## config.mk

```make
export PLATFORM = sky130hd
export DESIGN_NAME = jtag_master_shift_engine
export DESIGN_NICKNAME = d
export VERILOG_FILES = /design/src/rtl/core/jmse_pkg.sv /design/src/rtl/core/jtag_master_shift_engine.sv /design/src/rtl/core/jmse_engine.sv /design/src/rtl/core/jmse_out_buf.sv
export SDC_FILE = /design/constraint.sdc
export NUM_CORES = 1
export LEC_CHECK = 0
export ABC_AREA = 1
export ABC_CLOCK_PERIOD_IN_PS = 7400
export BUFFER_PORTS_ARGS = -buffer_cell sky130_fd_sc_hd__buf_2
export CELL_PAD_IN_SITES_DETAIL_PLACEMENT = 1
export CELL_PAD_IN_SITES_GLOBAL_PLACEMENT = 2
export CORE_ASPECT_RATIO = 0.7
export CORE_UTILIZATION = 33
export DETAILED_ROUTE_END_ITERATION = 12
export HOLD_SLACK_MARGIN = 0.15
export PLACE_DENSITY = 0.81
export SLEW_MARGIN = 30
export SYNTH_ARGS = -nofsm -noshare
export SYNTH_HDL_FRONTEND = slang
export SYNTH_SLANG_ARGS = --single-unit
```

## constraint.sdc

```tcl
create_clock -name clk -period 7.4 [get_ports clk]
set_input_delay 2.22 -clock clk [delete_from_list [all_inputs] [get_ports clk]]
set_output_delay 2.22 -clock clk [all_outputs]
set_load 0.01 [all_outputs]
```

## src/rtl/core/jmse_pkg.sv

```systemverilog
// Shared types, codes and constants for the JTAG host shift engine.
package jmse_pkg;

    localparam int DATA_W        = 64;
    localparam int LEN_W         = 7;
    localparam int IR_LEN_W      = 6;
    localparam int KIND_W        = 2;
    localparam int MAX_SHIFT     = 64;
    localparam int SHIFT_IDX_W   = $clog2(MAX_SHIFT);
    localparam int RESET_CLOCKS  = 6;
    localparam int IR_MAX        = 32;
    localparam int NAV_STEPS_IR  = 4;
    localparam int NAV_STEPS_DR  = 3;

    localparam logic [IR_LEN_W-1:0] IR_LENGTH_RESET = IR_LEN_W'(5);

    // Request function codes.
    localparam logic FUNC_START = 1'b0;
    localparam logic FUNC_TICK  = 1'b1;

    // Command kinds.
    localparam logic [KIND_W-1:0] KIND_RESET = 2'd0;
    localparam logic [KIND_W-1:0] KIND_IR    = 2'd1;
    localparam logic [KIND_W-1:0] KIND_DR    = 2'd2;

    typedef struct packed {
        logic              func;
        logic [KIND_W-1:0] command_kind;
        logic [DATA_W-1:0] shift_data;
        logic [LEN_W-1:0]  shift_length;
        logic              tdo_sample;
    } cmd_t;

    typedef struct packed {
        logic              clock_pulse;
        logic              tms_level;
        logic              tdi_level;
        logic              trst_n_level;
        logic [DATA_W-1:0] captured_bits;
        logic              done_res;
        logic              rejected;
    } res_t;

endpackage

```

## src/rtl/core/jtag_master_shift_engine.sv

```systemverilog
// JTAG host shift engine top level: a sequencer followed by a result buffer.
// Each request (a command, or one TCK tick) gives exactly one result, registered
// in the result buffer and shown on the result port, or held back there while the
// result side stalls; the engine takes one request every clock unless cmd_stall is
// high, and the two-entry result buffer lets it take one more request after the
// result side starts to stall.
// A tick's TCK cycle, its TMS, TDI and nTRST levels, and the TDO sample it
// carries are all handled within that single request. The IR length register is
// always ready and should only be written while no sequence is running.
module jtag_master_shift_engine import jmse_pkg::*;
(
    input  logic                clk,
    input  logic                rst_n,
    input  logic                cmd_valid,
    output logic                cmd_stall,
    input  cmd_t                cmd,
    output logic                res_valid,
    input  logic                res_stall,
    output res_t                res,
    input  logic                cfg_valid,
    output logic                cfg_ready,
    input  logic [IR_LEN_W-1:0] cfg_data
);

    logic cmd_fire;
    res_t step_res;

    assign cfg_ready = 1'b1;
    assign cmd_fire  = cmd_valid && !cmd_stall;

    jmse_engine u_engine (
        .clk       (clk),
        .rst_n     (rst_n),
        .cfg_we    (cfg_valid && cfg_ready),
        .cfg_data  (cfg_data),
        .item_fire (cmd_fire),
        .item      (cmd),
        .result    (step_res)
    );

    jmse_out_buf u_out_buf (
        .clk      (clk),
        .rst_n    (rst_n),
        .up_valid (cmd_valid),
        .up_stall (cmd_stall),
        .up_data  (step_res),
        .dn_valid (res_valid),
        .dn_stall (res_stall),
        .dn_data  (res)
    );

endmodule

```

## src/rtl/core/jmse_engine.sv

```systemverilog
// TAP sequencer: holds the sequence state and works out one result per request.
module jmse_engine import jmse_pkg::*;
(
    input  logic                clk,
    input  logic                rst_n,
    input  logic                cfg_we,
    input  logic [IR_LEN_W-1:0] cfg_data,
    input  logic                item_fire,
    input  cmd_t                item,
    output res_t                result
);

    typedef enum logic [2:0] {
        PH_IDLE,
        PH_RST_HOLD,
        PH_RST_REL,
        PH_NAV,
        PH_SHIFT,
        PH_UPDATE,
        PH_RUNIDLE
    } phase_t;

    phase_t              phase_reg, phase_next;
    logic [LEN_W-1:0]    cc_reg, cc_next;
    logic [DATA_W-1:0]   out_shift_reg, out_shift_next;
    logic [DATA_W-1:0]   in_collect_reg, in_collect_next;
    logic [LEN_W-1:0]    active_length_reg, active_length_next;
    logic [KIND_W-1:0]   active_kind_reg, active_kind_next;
    logic [IR_LEN_W-1:0] ir_length_reg;

    logic [LEN_W-1:0]    cc_inc;
    logic [LEN_W-1:0]    ir_eff;
    logic [LEN_W-1:0]    dr_eff;
    logic [LEN_W-1:0]    nav_steps;
    logic                shift_last;

    assign cc_inc = cc_reg + LEN_W'(1);

    // Lengths outside the legal range are pinned to the nearest limit.
    always_comb
    begin
        if (ir_length_reg == '0)
            ir_eff = LEN_W'(1);
        else if ({1'b0, ir_length_reg} > LEN_W'(IR_MAX))
            ir_eff = LEN_W'(IR_MAX);
        else
            ir_eff = {1'b0, ir_length_reg};

        if (item.shift_length == '0)
            dr_eff = LEN_W'(1);
        else if (item.shift_length > LEN_W'(MAX_SHIFT))
            dr_eff = LEN_W'(MAX_SHIFT);
        else
            dr_eff = item.shift_length;
    end

    assign nav_steps  = (active_kind_reg == KIND_IR) ? LEN_W'(NAV_STEPS_IR)
                                                     : LEN_W'(NAV_STEPS_DR);
    assign shift_last = (cc_inc >= active_length_reg);

    always_comb
    begin
        phase_next         = phase_reg;
        cc_next            = cc_reg;
        out_shift_next     = out_shift_reg;
        in_collect_next    = in_collect_reg;
        active_length_next = active_length_reg;
        active_kind_next   = active_kind_reg;

        result.clock_pulse  = 1'b0;
        result.tms_level    = 1'b0;
        result.tdi_level    = 1'b0;
        result.trst_n_level = 1'b1;
        result.done_res     = 1'b0;
        result.rejected     = 1'b0;

        if (item.func == FUNC_START)
        begin
            if (phase_reg != PH_IDLE)
            begin
                result.rejected = 1'b1;
            end
            else
            begin
                case (item.command_kind)
                    KIND_RESET:
                    begin
                        active_kind_next = item.command_kind;
                        cc_next          = '0;
                        in_collect_next  = '0;
                        out_shift_next   = item.shift_data;
                        phase_next       = PH_RST_HOLD;
                    end
                    KIND_IR:
                    begin
                        active_kind_next   = item.command_kind;
                        cc_next            = '0;
                        in_collect_next    = '0;
                        out_shift_next     = item.shift_data;
                        active_length_next = ir_eff;
                        phase_next         = PH_NAV;
                    end
                    KIND_DR:
                    begin
                        active_kind_next   = item.command_kind;
                        cc_next            = '0;
                        in_collect_next    = '0;
                        out_shift_next     = item.shift_data;
                        active_length_next = dr_eff;
                        phase_next         = PH_NAV;
                    end
                    default:
                    begin
                    end
                endcase
            end
        end
        else
        begin
            case (phase_reg)
                PH_RST_HOLD:
                begin
                    result.clock_pulse  = 1'b1;
                    result.tms_level    = 1'b1;
                    result.trst_n_level = 1'b0;
                    cc_next             = cc_inc;
                    if (cc_inc >= LEN_W'(RESET_CLOCKS))
                        phase_next = PH_RST_REL;
                end
                PH_RST_REL:
                begin
                    result.clock_pulse = 1'b1;
                    result.done_res    = 1'b1;
                    cc_next            = '0;
                    phase_next         = PH_IDLE;
                end
                PH_NAV:
                begin
                    // IR walks TMS 1,1,0,0 and DR walks 1,0,0 from Run-Test/Idle.
                    result.clock_pulse = 1'b1;
                    if (active_kind_reg == KIND_IR)
                        result.tms_level = (cc_reg < LEN_W'(2));
                    else
                        result.tms_level = (cc_reg == '0);
                    cc_next = cc_inc;
                    if (cc_inc >= nav_steps)
                    begin
                        cc_next    = '0;
                        phase_next = PH_SHIFT;
                    end
                end
                PH_SHIFT:
                begin
                    result.clock_pulse = 1'b1;
                    result.tdi_level   = out_shift_reg[0];
                    result.tms_level   = shift_last;
                    in_collect_next    = in_collect_reg
                                       | ({{(DATA_W-1){1'b0}}, item.tdo_sample}
                                          << cc_reg[SHIFT_IDX_W-1:0]);
                    out_shift_next     = out_shift_reg >> 1;
                    cc_next            = cc_inc;
                    if (shift_last)
                    begin
                        cc_next    = '0;
                        phase_next = PH_UPDATE;
                    end
                end
                PH_UPDATE:
                begin
                    result.clock_pulse = 1'b1;
                    result.tms_level   = 1'b1;
                    phase_next         = PH_RUNIDLE;
                end
                PH_RUNIDLE:
                begin
                    result.clock_pulse = 1'b1;
                    result.done_res    = 1'b1;
                    phase_next         = PH_IDLE;
                end
                default:
                begin
                    phase_next = PH_IDLE;
                end
            endcase
        end

        result.captured_bits = in_collect_next;
    end

    always_ff @(posedge clk or negedge rst_n)
    begin
        if (!rst_n)
        begin
            phase_reg         <= PH_IDLE;
            cc_reg            <= '0;
            out_shift_reg     <= '0;
            in_collect_reg    <= '0;
            active_length_reg <= '0;
            active_kind_reg   <= '0;
            ir_length_reg     <= IR_LENGTH_RESET;
        end
        else
        begin
            if (cfg_we)
                ir_length_reg <= cfg_data;
            if (item_fire)
            begin
                phase_reg         <= phase_next;
                cc_reg            <= cc_next;
                out_shift_reg     <= out_shift_next;
                in_collect_reg    <= in_collect_next;
                active_length_reg <= active_length_next;
                active_kind_reg   <= active_kind_next;
            end
        end
    end

endmodule

```

## src/rtl/core/jmse_out_buf.sv

```systemverilog
// Two-entry result buffer so a new request is taken while a result waits.
module jmse_out_buf import jmse_pkg::*;
(
    input  logic clk,
    input  logic rst_n,
    input  logic up_valid,
    output logic up_stall,
    input  res_t up_data,
    output logic dn_valid,
    input  logic dn_stall,
    output res_t dn_data
);

    logic main_valid_reg;
    logic skid_valid_reg;
    res_t main_reg;
    res_t skid_reg;
    logic up_fire;
    logic main_free;

    assign up_stall  = skid_valid_reg;
    assign up_fire   = up_valid && !skid_valid_reg;
    assign main_free = !main_valid_reg || !dn_stall;
    assign dn_valid  = main_valid_reg;
    assign dn_data   = main_reg;

    always_ff @(posedge clk or negedge rst_n)
    begin
        if (!rst_n)
        begin
            main_valid_reg <= 1'b0;
            skid_valid_reg <= 1'b0;
        end
        else if (main_free)
        begin
            if (skid_valid_reg)
            begin
                main_valid_reg <= 1'b1;
                skid_valid_reg <= 1'b0;
            end
            else
            begin
                main_valid_reg <= up_fire;
            end
        end
        else if (up_fire)
        begin
            skid_valid_reg <= 1'b1;
        end
    end

    always_ff @(posedge clk)
    begin
        if (main_free)
        begin
            if (skid_valid_reg)
                main_reg <= skid_reg;
            else if (up_fire)
                main_reg <= up_data;
        end
        else if (up_fire)
        begin
            skid_reg <= up_data;
        end
    end

endmodule

```

==> results of run 1 <==
layer usage:
| layer | vias up | GRT usage |
|---|---|---|
| met5 | - | 0 |
| met4 | 4 | 0.0335 |
| met3 | 46 | 0.0338 |
| met2 | 180 | 0.274 |
| met1 | 4943 | 0.261 |
| li1 | 4913 | - |
synthesized netlist by cell type (all sizes together), types with 3 or more instances:
library cell	count
a21oi	8
a31oi	63
buf	42
clkbuf	36
dfrtp	153
edfxtp	140
ha	13
inv	127
nand2	483
nand3	30
nand4	3
nor2	118
nor3	18
o21ai	93
o22ai	67
cell usage in the layout (no fill, tap or decap), types with 46 or more instances in the layout:
master and n:
a31oi_1 63, buf_2 156, dfrtp_1 152, edfxtp_1 140, inv_1 119, nand2_1 479, nor2_1 108, o21ai_0 46
o21ai_1 47, o22ai_1 67
power by group:
group / total (mW) / internal [mW] / switching (mW)
Sequential: 2.29 / 2.11 / 0.177
Combinational: 1.06 / 0.364 / 0.698
Clock: 1.48 / 0.832 / 0.652
Total: 4.83 / 3.31 / 1.53
final cells by class:
cell class	instances	area, um^2	share of cell area
clock buffer	43	891	0.0580
clock inverter	13	66.3	0.00432
inverter	129	487	0.0317
multi-input combinational	907	4220	0.275
sequential	295	8090	0.527
tap	527	659	0.0430
timing repair buffer	171	940	0.0612
worst max-delay path, delay by kind of cell:
family          cells  cell delay, ns
buf+inv             4            1.49
simple gates        4            1.16
compound gates      1            0.16
logic make-up (layout without fill, tap and decap cells):
group                      Yosys count  in the layout  share of synthesized area
and+or+nand+nor                    655            655                      0.201
DFF                                295            295                      0.614
AOI/OAI and AO/OA                  236            236                      0.103
buffers and inverters              207            356                     0.0673
adders and majority gates           13             13                     0.0124
xor gates and xnor gates             2              2                    0.00133
other                                1              1                   0.000285
worst min-delay path by stage:
stage	from	to	slack, ns	cells after the start
after global routing	u_engine.active_kind_reg[0]$_DFFE_PN0P_	u_engine.active_kind_reg[0]$_DFFE_PN0P_	0.54	2
after global placement	u_engine.active_kind_reg[1]$_DFFE_PN0P_	u_engine.active_kind_reg[1]$_DFFE_PN0P_	0.47	2
final	u_engine.active_kind_reg[0]$_DFFE_PN0P_	u_engine.active_kind_reg[0]$_DFFE_PN0P_	0.49	2
after floorplan	u_engine.active_kind_reg[1]$_DFFE_PN0P_	u_engine.active_kind_reg[1]$_DFFE_PN0P_	0.45	2
after CTS	u_engine.active_kind_reg[0]$_DFFE_PN0P_	u_engine.active_kind_reg[0]$_DFFE_PN0P_	0.50	2
after detailed placement	u_engine.active_kind_reg[0]$_DFFE_PN0P_	u_engine.active_kind_reg[0]$_DFFE_PN0P_	0.48	2
per-stage QoR:
step,hold slack (ns),setup slack [ns],std cells
4_1_cts,0.496,2.73,2085
6_report,0.493,2.75,2085
2_1_floorplan,0.453,1.04,1409
5_1_grt,0.545,2.34,2085
3_5_place_dp,0.478,2.14,2029
3_3_place_gp,0.472,2.25,2027
==> results, run 1 <==
- The run finished with clean final reports.
- The count of fill cells added during filler insertion is 4,569.
- The net total in the final layout is 1,633.
- Between clock sinks in the finished design, the worst skew comes to 0.0139 ns.
- The async set-or-reset flop fraction in the synthesized netlist is 0.525.
- The post-route setup TNS is 0 ns.
- Timing would allow up to 215 MHz.
- The worst setup path is launched from a primary input.
- The total chip power is 4.83 mW.
- Yosys attributes the largest share of cell area to edfxtp_1, dfrtp_1, nand2_1.
- The vertical die dimension is 169 um.
- Entering global routing, the biggest net connects 99 pins.
- The first-pass iteration count of the detailed router is 5.
- The routed metal-1 wirelength is ~18,000 um.
- The ratio of total power to cell area is 315 nW/um^2.
- Post-CTS timing repair inserted 0 buffers for setup.
- The number of antenna violations at the first check in global routing is 2.
- The clock tree from TritonCTS is yes.
- The die covers about 40,000 um^2.
- The post-route antenna net violation count is 0.
- For this design the static power due to leakage is 6.73 nW.
- Along the worst path, the maximum fanout reaches 72.
- For this design, the slowest cell found on the critical path is nor2_8.
- The number of hold-slack violations in the final timing report is 0.
- Following the worst setup path forward leads to its endpoint at u_engine.out_shift_reg[35]$_DFFE_PN0P_.
- Dividing the detail-routed wire length by the instance count gives around 17 um.
- The count of final max-slew check failures is 0.
- The congestion estimate from routability-driven global placement came to 0.805.
- The endpoint identified for the worst register-to-register timing path is u_engine.in_collect_reg[4]$_DFFE_PN0P_.
- The fraction of post-synthesis cell area in the top cell type by area is 0.319.
- The instance count of the mapped netlist is 1,409.
- The routed design could run at a clock period as short as 4.65 ns.
- The root buffer cell is clkbuf_16.
- The mean instance size in the synthesized netlist is between 9 and 10 um^2.
- For this run the aggregate overflow at the end of global routing stands at 0.
- The max-cap check violation count is 0.
- The cell area that synthesis handed to floorplanning was 13,200 um^2.
- The worst supply voltage drop on vdd is 0.169 mV.
- For this configuration, the core starts out at a cell density of 0.338.
- The area of the core is 38,900 um^2.
- The worst relative slew slack is 0.395.
- The timing startpoint of the critical path is cmd[74].
- For this design, the CTS-stage hold fixing added 0 buffers.
- The most numerous cell type found on the critical path is buf_4.
- The path class of the tightest hold or removal check is reg -> reg.
- The clock transition time at the flip-flop clock pins of the worst setup and hold paths is 0.07 ns.
- The data required time of the critical path is 7.88 ns.
- The clock tree buffer depth is 3.
- The worst register-to-register path has a depth of 8.
- Once layout is done, the placed cells without fillers occupy 15,400 um^2.
- The synthesized design contains 140 enable-type register cells.
- The final wirelength is between 30,000 and 40,000 um.
- The count of vias placed by the detailed router is 10,100.
- The number of setup violations in the final report is 0.
- The clock network latency to the later pin of the worst-skew pair is 0.57 ns.
- Of the cells placed in the final design, the portion with a size suffix greater than 1 is 0.160.
- For this run, the register share of the synthesized area comes to 0.614.
- In this run the count of I/O pins placed on the die edge is 159.
- Among all flip-flop cells after synthesis, the most frequent one is dfrtp_1.
- The source of the worst register-to-register timing path is u_engine.phase_reg[2]$_DFFE_PN0P_.
- Relative to the synthesized area, the layout overhead comes to 16.6%.
- The utilization after layout is 0.395.
- The number of nets handed over by synthesis was between 1,500 and 2,000.
- The signal on the critical path passes through buf_2, buf_4, inv_2, nand2_1, nand3_2, nor2_8, buf_4, nor2_1, a31oi_1.
- For this block, the initial DRC count from the detailed router was approximately 640.
- After detailed routing, the met2 layer carries ~15,000 um of wire.
- The arrival time at the worst endpoint is 5.13 ns.
- The largest incremental delay on the critical path is 0.72 ns.
- The overall routing resource usage is 0.178.
- Once placement finished, the instance area stood at 14,400 um^2.
- The number of I/O port buffers is 157.
- The clock buffer count from CTS is 30.
- The post-DP HPWL is 23,800 um.
- The global-route wire length before repair is 57,600 um.
- For the pin with the worst max-slew slack, the measured transition is 0.908 ns.
- The highest routing layer actually used is met5.
- The biggest area contributor in the post-synthesis netlist is edfxtp_1.
- The mean number of vias per cell is ~4.8.
- The worst setup path category is in -> reg.
- The clock sink count is 295.
- The H-tree depth is 1.
- The antenna diode instance count is 0.
- The count of cells resized by post-cts repair is 0.
- The routed length on met3 is 1640 um.
- The row count is 60.
- The number of global-route vias before repair is 10,500.
- For this run, the number of Yosys warnings is 0.
- Setup repair after global routing left no endpoint under its margin.
- The chip width is about 240 um.
- In the finished design, the share of the clock period the worst path needs comes to 0.628.
- In this run the register-to-register setup slack is 4.30 ns.
- After synthesis the netlist holds a flip-flop and latch count of 295.
- The endpoint class of the critical path is a register.
- The number of distinct library cells after synthesis is 38.
- After detailed routing, the number of remaining DRC violations is 0.
No activity file was read; power rests on OpenSTA's default activity.
==> run 2, diff against run 1 <==
Settings changed: ABC_CLOCK_PERIOD_IN_PS 7400 to 3900, PLACE_DENSITY 0.81 to 0.84.
Clock period 7.4 ns to 3.9 ns, I/O delays scaled along.
==> results, run 2 (same netlist as run 1, synthesis figures left out) <==
- The max-cap check violation count is 0.
- On the critical path, the stage with the largest delay is an instance of dfrtp_1.
- The worst min-delay path startpoint is u_engine.active_kind_reg[0]$_DFFE_PN0P_.
- The mean number of vias per cell is between 4 and 5.
- The number of buffers added to fix hold violations after cts is 0.
- At the pin with the least slew margin, the transition time is 0.910 ns.
- The internal power consumption is 6.79 mW.
- The portion of total power attributed to combinational logic is 0.208.
- The clock share of power is 0.348.
- The final wirelength is 36,200 um.
- Fill cells in the final layout number 4,531.
- The number of cells on the worst reg-to-reg path is 13.
- For this run, the top clock speed supported by timing is between 300 and 400 MHz.
- Clock-pin slew was measured on the worst setup and hold paths at around 0.060 ns.
- The analysis attributes to cell leakage a power of slightly below 7 nW.
- Relative to the synthesized area, the layout overhead comes to 18.7%.
- The area of the core is 38,900 um^2.
- The final weighted congestion of routability-driven global placement is around 0.82.
- The library cells used most frequently in the layout, excluding fill and tap cells, are nand2_1, buf_2, dfrtp_1.
- The number of global-route vias before repair is approximately 11,000.
- In the final layout, the multi-input gates occupy 4220 um^2.
- Entering global routing, the biggest net connects just under 90 pins.
- The overall routing resource usage is 0.181.
- The worst supply voltage drop on vdd is 0.274 mV.
- The net total in the final layout is about 1,600.
- Dividing the final minimum period by the clock period gives 0.689.
- The portion of total power attributed to sequential cells is 0.445.
- The library cell used most frequently in the layout, excluding fill and tap cells, is nand2_1.
- The post-route worst hold slack is 0.484 ns.
- The startpoint class of the critical path is a register.
- The number of I/O port buffers is 157.
- In this run the remaining antenna-violating nets after routing total 0.
- The final clock skew is around 0.017 ns.
- After detailed routing, the average wire length per cell comes to 17.3 um.
- The cell total after placement is 2,035.
- The initial cell density of the core is 0.338.
- The chip width is 241 um.
- The worst path in the final design needs a cycle of 2.69 ns, including I/O delays and setup.
- The clock network latency to the later pin of the worst-skew pair is ~0.52 ns.
- The number of antenna violations at the first check in global routing is 2.
- The global-route wire length before repair is a little under 60,000 um.
- The number of DRC violations after detailed routing is 0.
- In this run the critical register-to-register path is launched from u_engine.cc_reg[3]$_DFFE_PN0P_.
- The vertical die dimension is about 170 um.
- The switching power total is roughly 3.0 mW.
- The most repeated library cell on the critical path is nand2_1.
- The run finished with clean final reports.
- The H-tree depth is 2.
- The endpoint class of the critical path is a register.
- Row generation in the floorplan step produced 60 rows.
- The post-route setup TNS is 0 ns.
- The detailed router placed between 10,000 and 15,000 vias in this run.
- Overall power consumption after layout is estimated at 9.75 mW.
- The switching fraction of total power is 0.303.
- The count of final max-slew check failures was 0.
- The pre-antenna-repair detailed-routing pass consisted of 5 iterations.
- After the first detailed-routing iteration, the DRC count stood at 674.
- Once layout is complete, the cells apart from fillers number around 2,100.
- Post-CTS timing repair inserted 0 buffers for setup.
- After legalization and detailed placement, the total HPWL measured roughly 23,000 um.
- The worst setup path category is reg -> reg.
- TritonCTS built the clock tree.
- Setup violations remaining at the end of the flow were counted as 0.
- The biggest fanout along the worst timing path is 17.
- The tightest min-delay check is of the reg -> reg type.
- The arrival time at the worst endpoint is about 3.0 ns.
- Setup repair after global routing left no endpoint under its margin.
- After clock tree synthesis, the repair step resized 0 gates.
- The clock tree buffer depth is 3.
- For this design the ratio of total power to cell area is 624 nW/um^2.
- In this design, the stage delay of the slowest critical-path cell is 0.75 ns.
- The number of hold-slack violations in the final timing report came to 0.
- The capturing point of the worst reg2reg path is u_out_buf.dn_data[68]$_DFFE_PP_.
- The data required time of the critical path is roughly 4.2 ns.
- The area of all sequential standard cells is 8090 um^2.
- The register-to-register setup slack is approximately 1.2 ns.
- The worst relative slew slack is 0.393.
- The clock sink count is 295.
- The end of the worst hold path is u_engine.active_kind_reg[0]$_DFFE_PN0P_.
- The leftover overflow at the end of global routing is 0.
- The die area is around 41,000 um^2.
- The antenna diode instance count is 0.
- The I/O pin total is 159.
- Of the cells placed in the final design, the portion with a size suffix greater than 1 is 0.165.
- The worst hold path passes through 2 cells.
- The root buffer cell is clkbuf_16.
- The number of clock buffers added by TritonCTS is 34.
- The signal on the critical path passes through nand3_1, xor2_1, inv_1, ha_1, or2_2, nand2_1, inv_1, nand3_1, nand2_1, nand2_1, nand2_1, nand3_1, nand2_1.
==> run 2: cell types whose count changed in the layout (fill, tap and decap cells not counted), sizes merged <==
cell,change
buf,+7
clkinvlp,-2
clkbuf,+2
bufinv,+5
==> run 2: per-layer routing <==
metal / GRT usage / vias to the layer above / wire length, um
met5: 0 / - / 24
met4: 0.0349 / 4 / 478
met3: 0.0385 / 38 / 1980
met2: 0.277 / 213 / 15900
met1: 0.265 / 5046 / 17800
li1: - / 4929 / -
==> run 2: final cells by class <==
cell class              instances  share of cell area
repair buffers                177              0.0643
inverters                     129              0.0311
well taps                     527              0.0422
clock inverters                16              0.0132
flip-flops and latches        295               0.517
multi-input cells             907               0.270
clock buffers                  46              0.0620
==> run 2: worst max-delay path: cells and delay by family, from the launching register on <==
kind,cells,cell delay [ns]
adders and majority gates,1,0.27
and+or+nand+nor,9,1.07
DFF,1,0.75
buffers and inverters,2,0.15
xor gates and xnor gates,1,0.20
==> run 2: metrics by stage <==
stage / util / setup WS [ns] / instance area (um^2)
6_report: 0.402 / 1.21 / 15600
5_1_grt: 0.402 / 1.03 / 15600
4_1_cts: 0.402 / 1.21 / 15600
3_5_place_dp: 0.372 / 0.812 / 14500
3_3_place_gp: 0.372 / 0.841 / 14500
2_1_floorplan: - / 0.264 / 13200
==> run 2: power by group through the flow <==
stage / Clock, mW / Combinational, mW / Sequential, mW
finish: 3.39 / 2.02 / 4.33
CTS: 3.48 / 2.05 / 4.34
detailed placement: 0 / 2.04 / 4.39
global route: 3.59 / 2.33 / 4.41
global placement: 0 / 1.95 / 4.37
floorplan: 0 / 1.39 / 4.35
==> run 2: how the worst max path moves through the flow <==
stage | slack, ns | cells after the start | start | to
after floorplan | 0.26 | 1 | res_stall | u_out_buf.dn_data[0]$_DFFE_PP_
after global placement | 0.84 | 7 | cmd[72] | u_out_buf.dn_data[42]$_DFFE_PP_
after detailed placement | 0.81 | 6 | cmd_valid | u_out_buf.skid_reg[47]$_DFFE_PP_
after CTS | 1.21 | 13 | u_engine.cc_reg[3]$_DFFE_PN0P_ | u_out_buf.dn_data[68]$_DFFE_PP_
after global routing | 1.03 | 15 | u_engine.cc_reg[0]$_DFFE_PN0P_ | u_out_buf.dn_data[68]$_DFFE_PP_
final | 1.21 | 13 | u_engine.cc_reg[3]$_DFFE_PN0P_ | u_out_buf.dn_data[68]$_DFFE_PP_
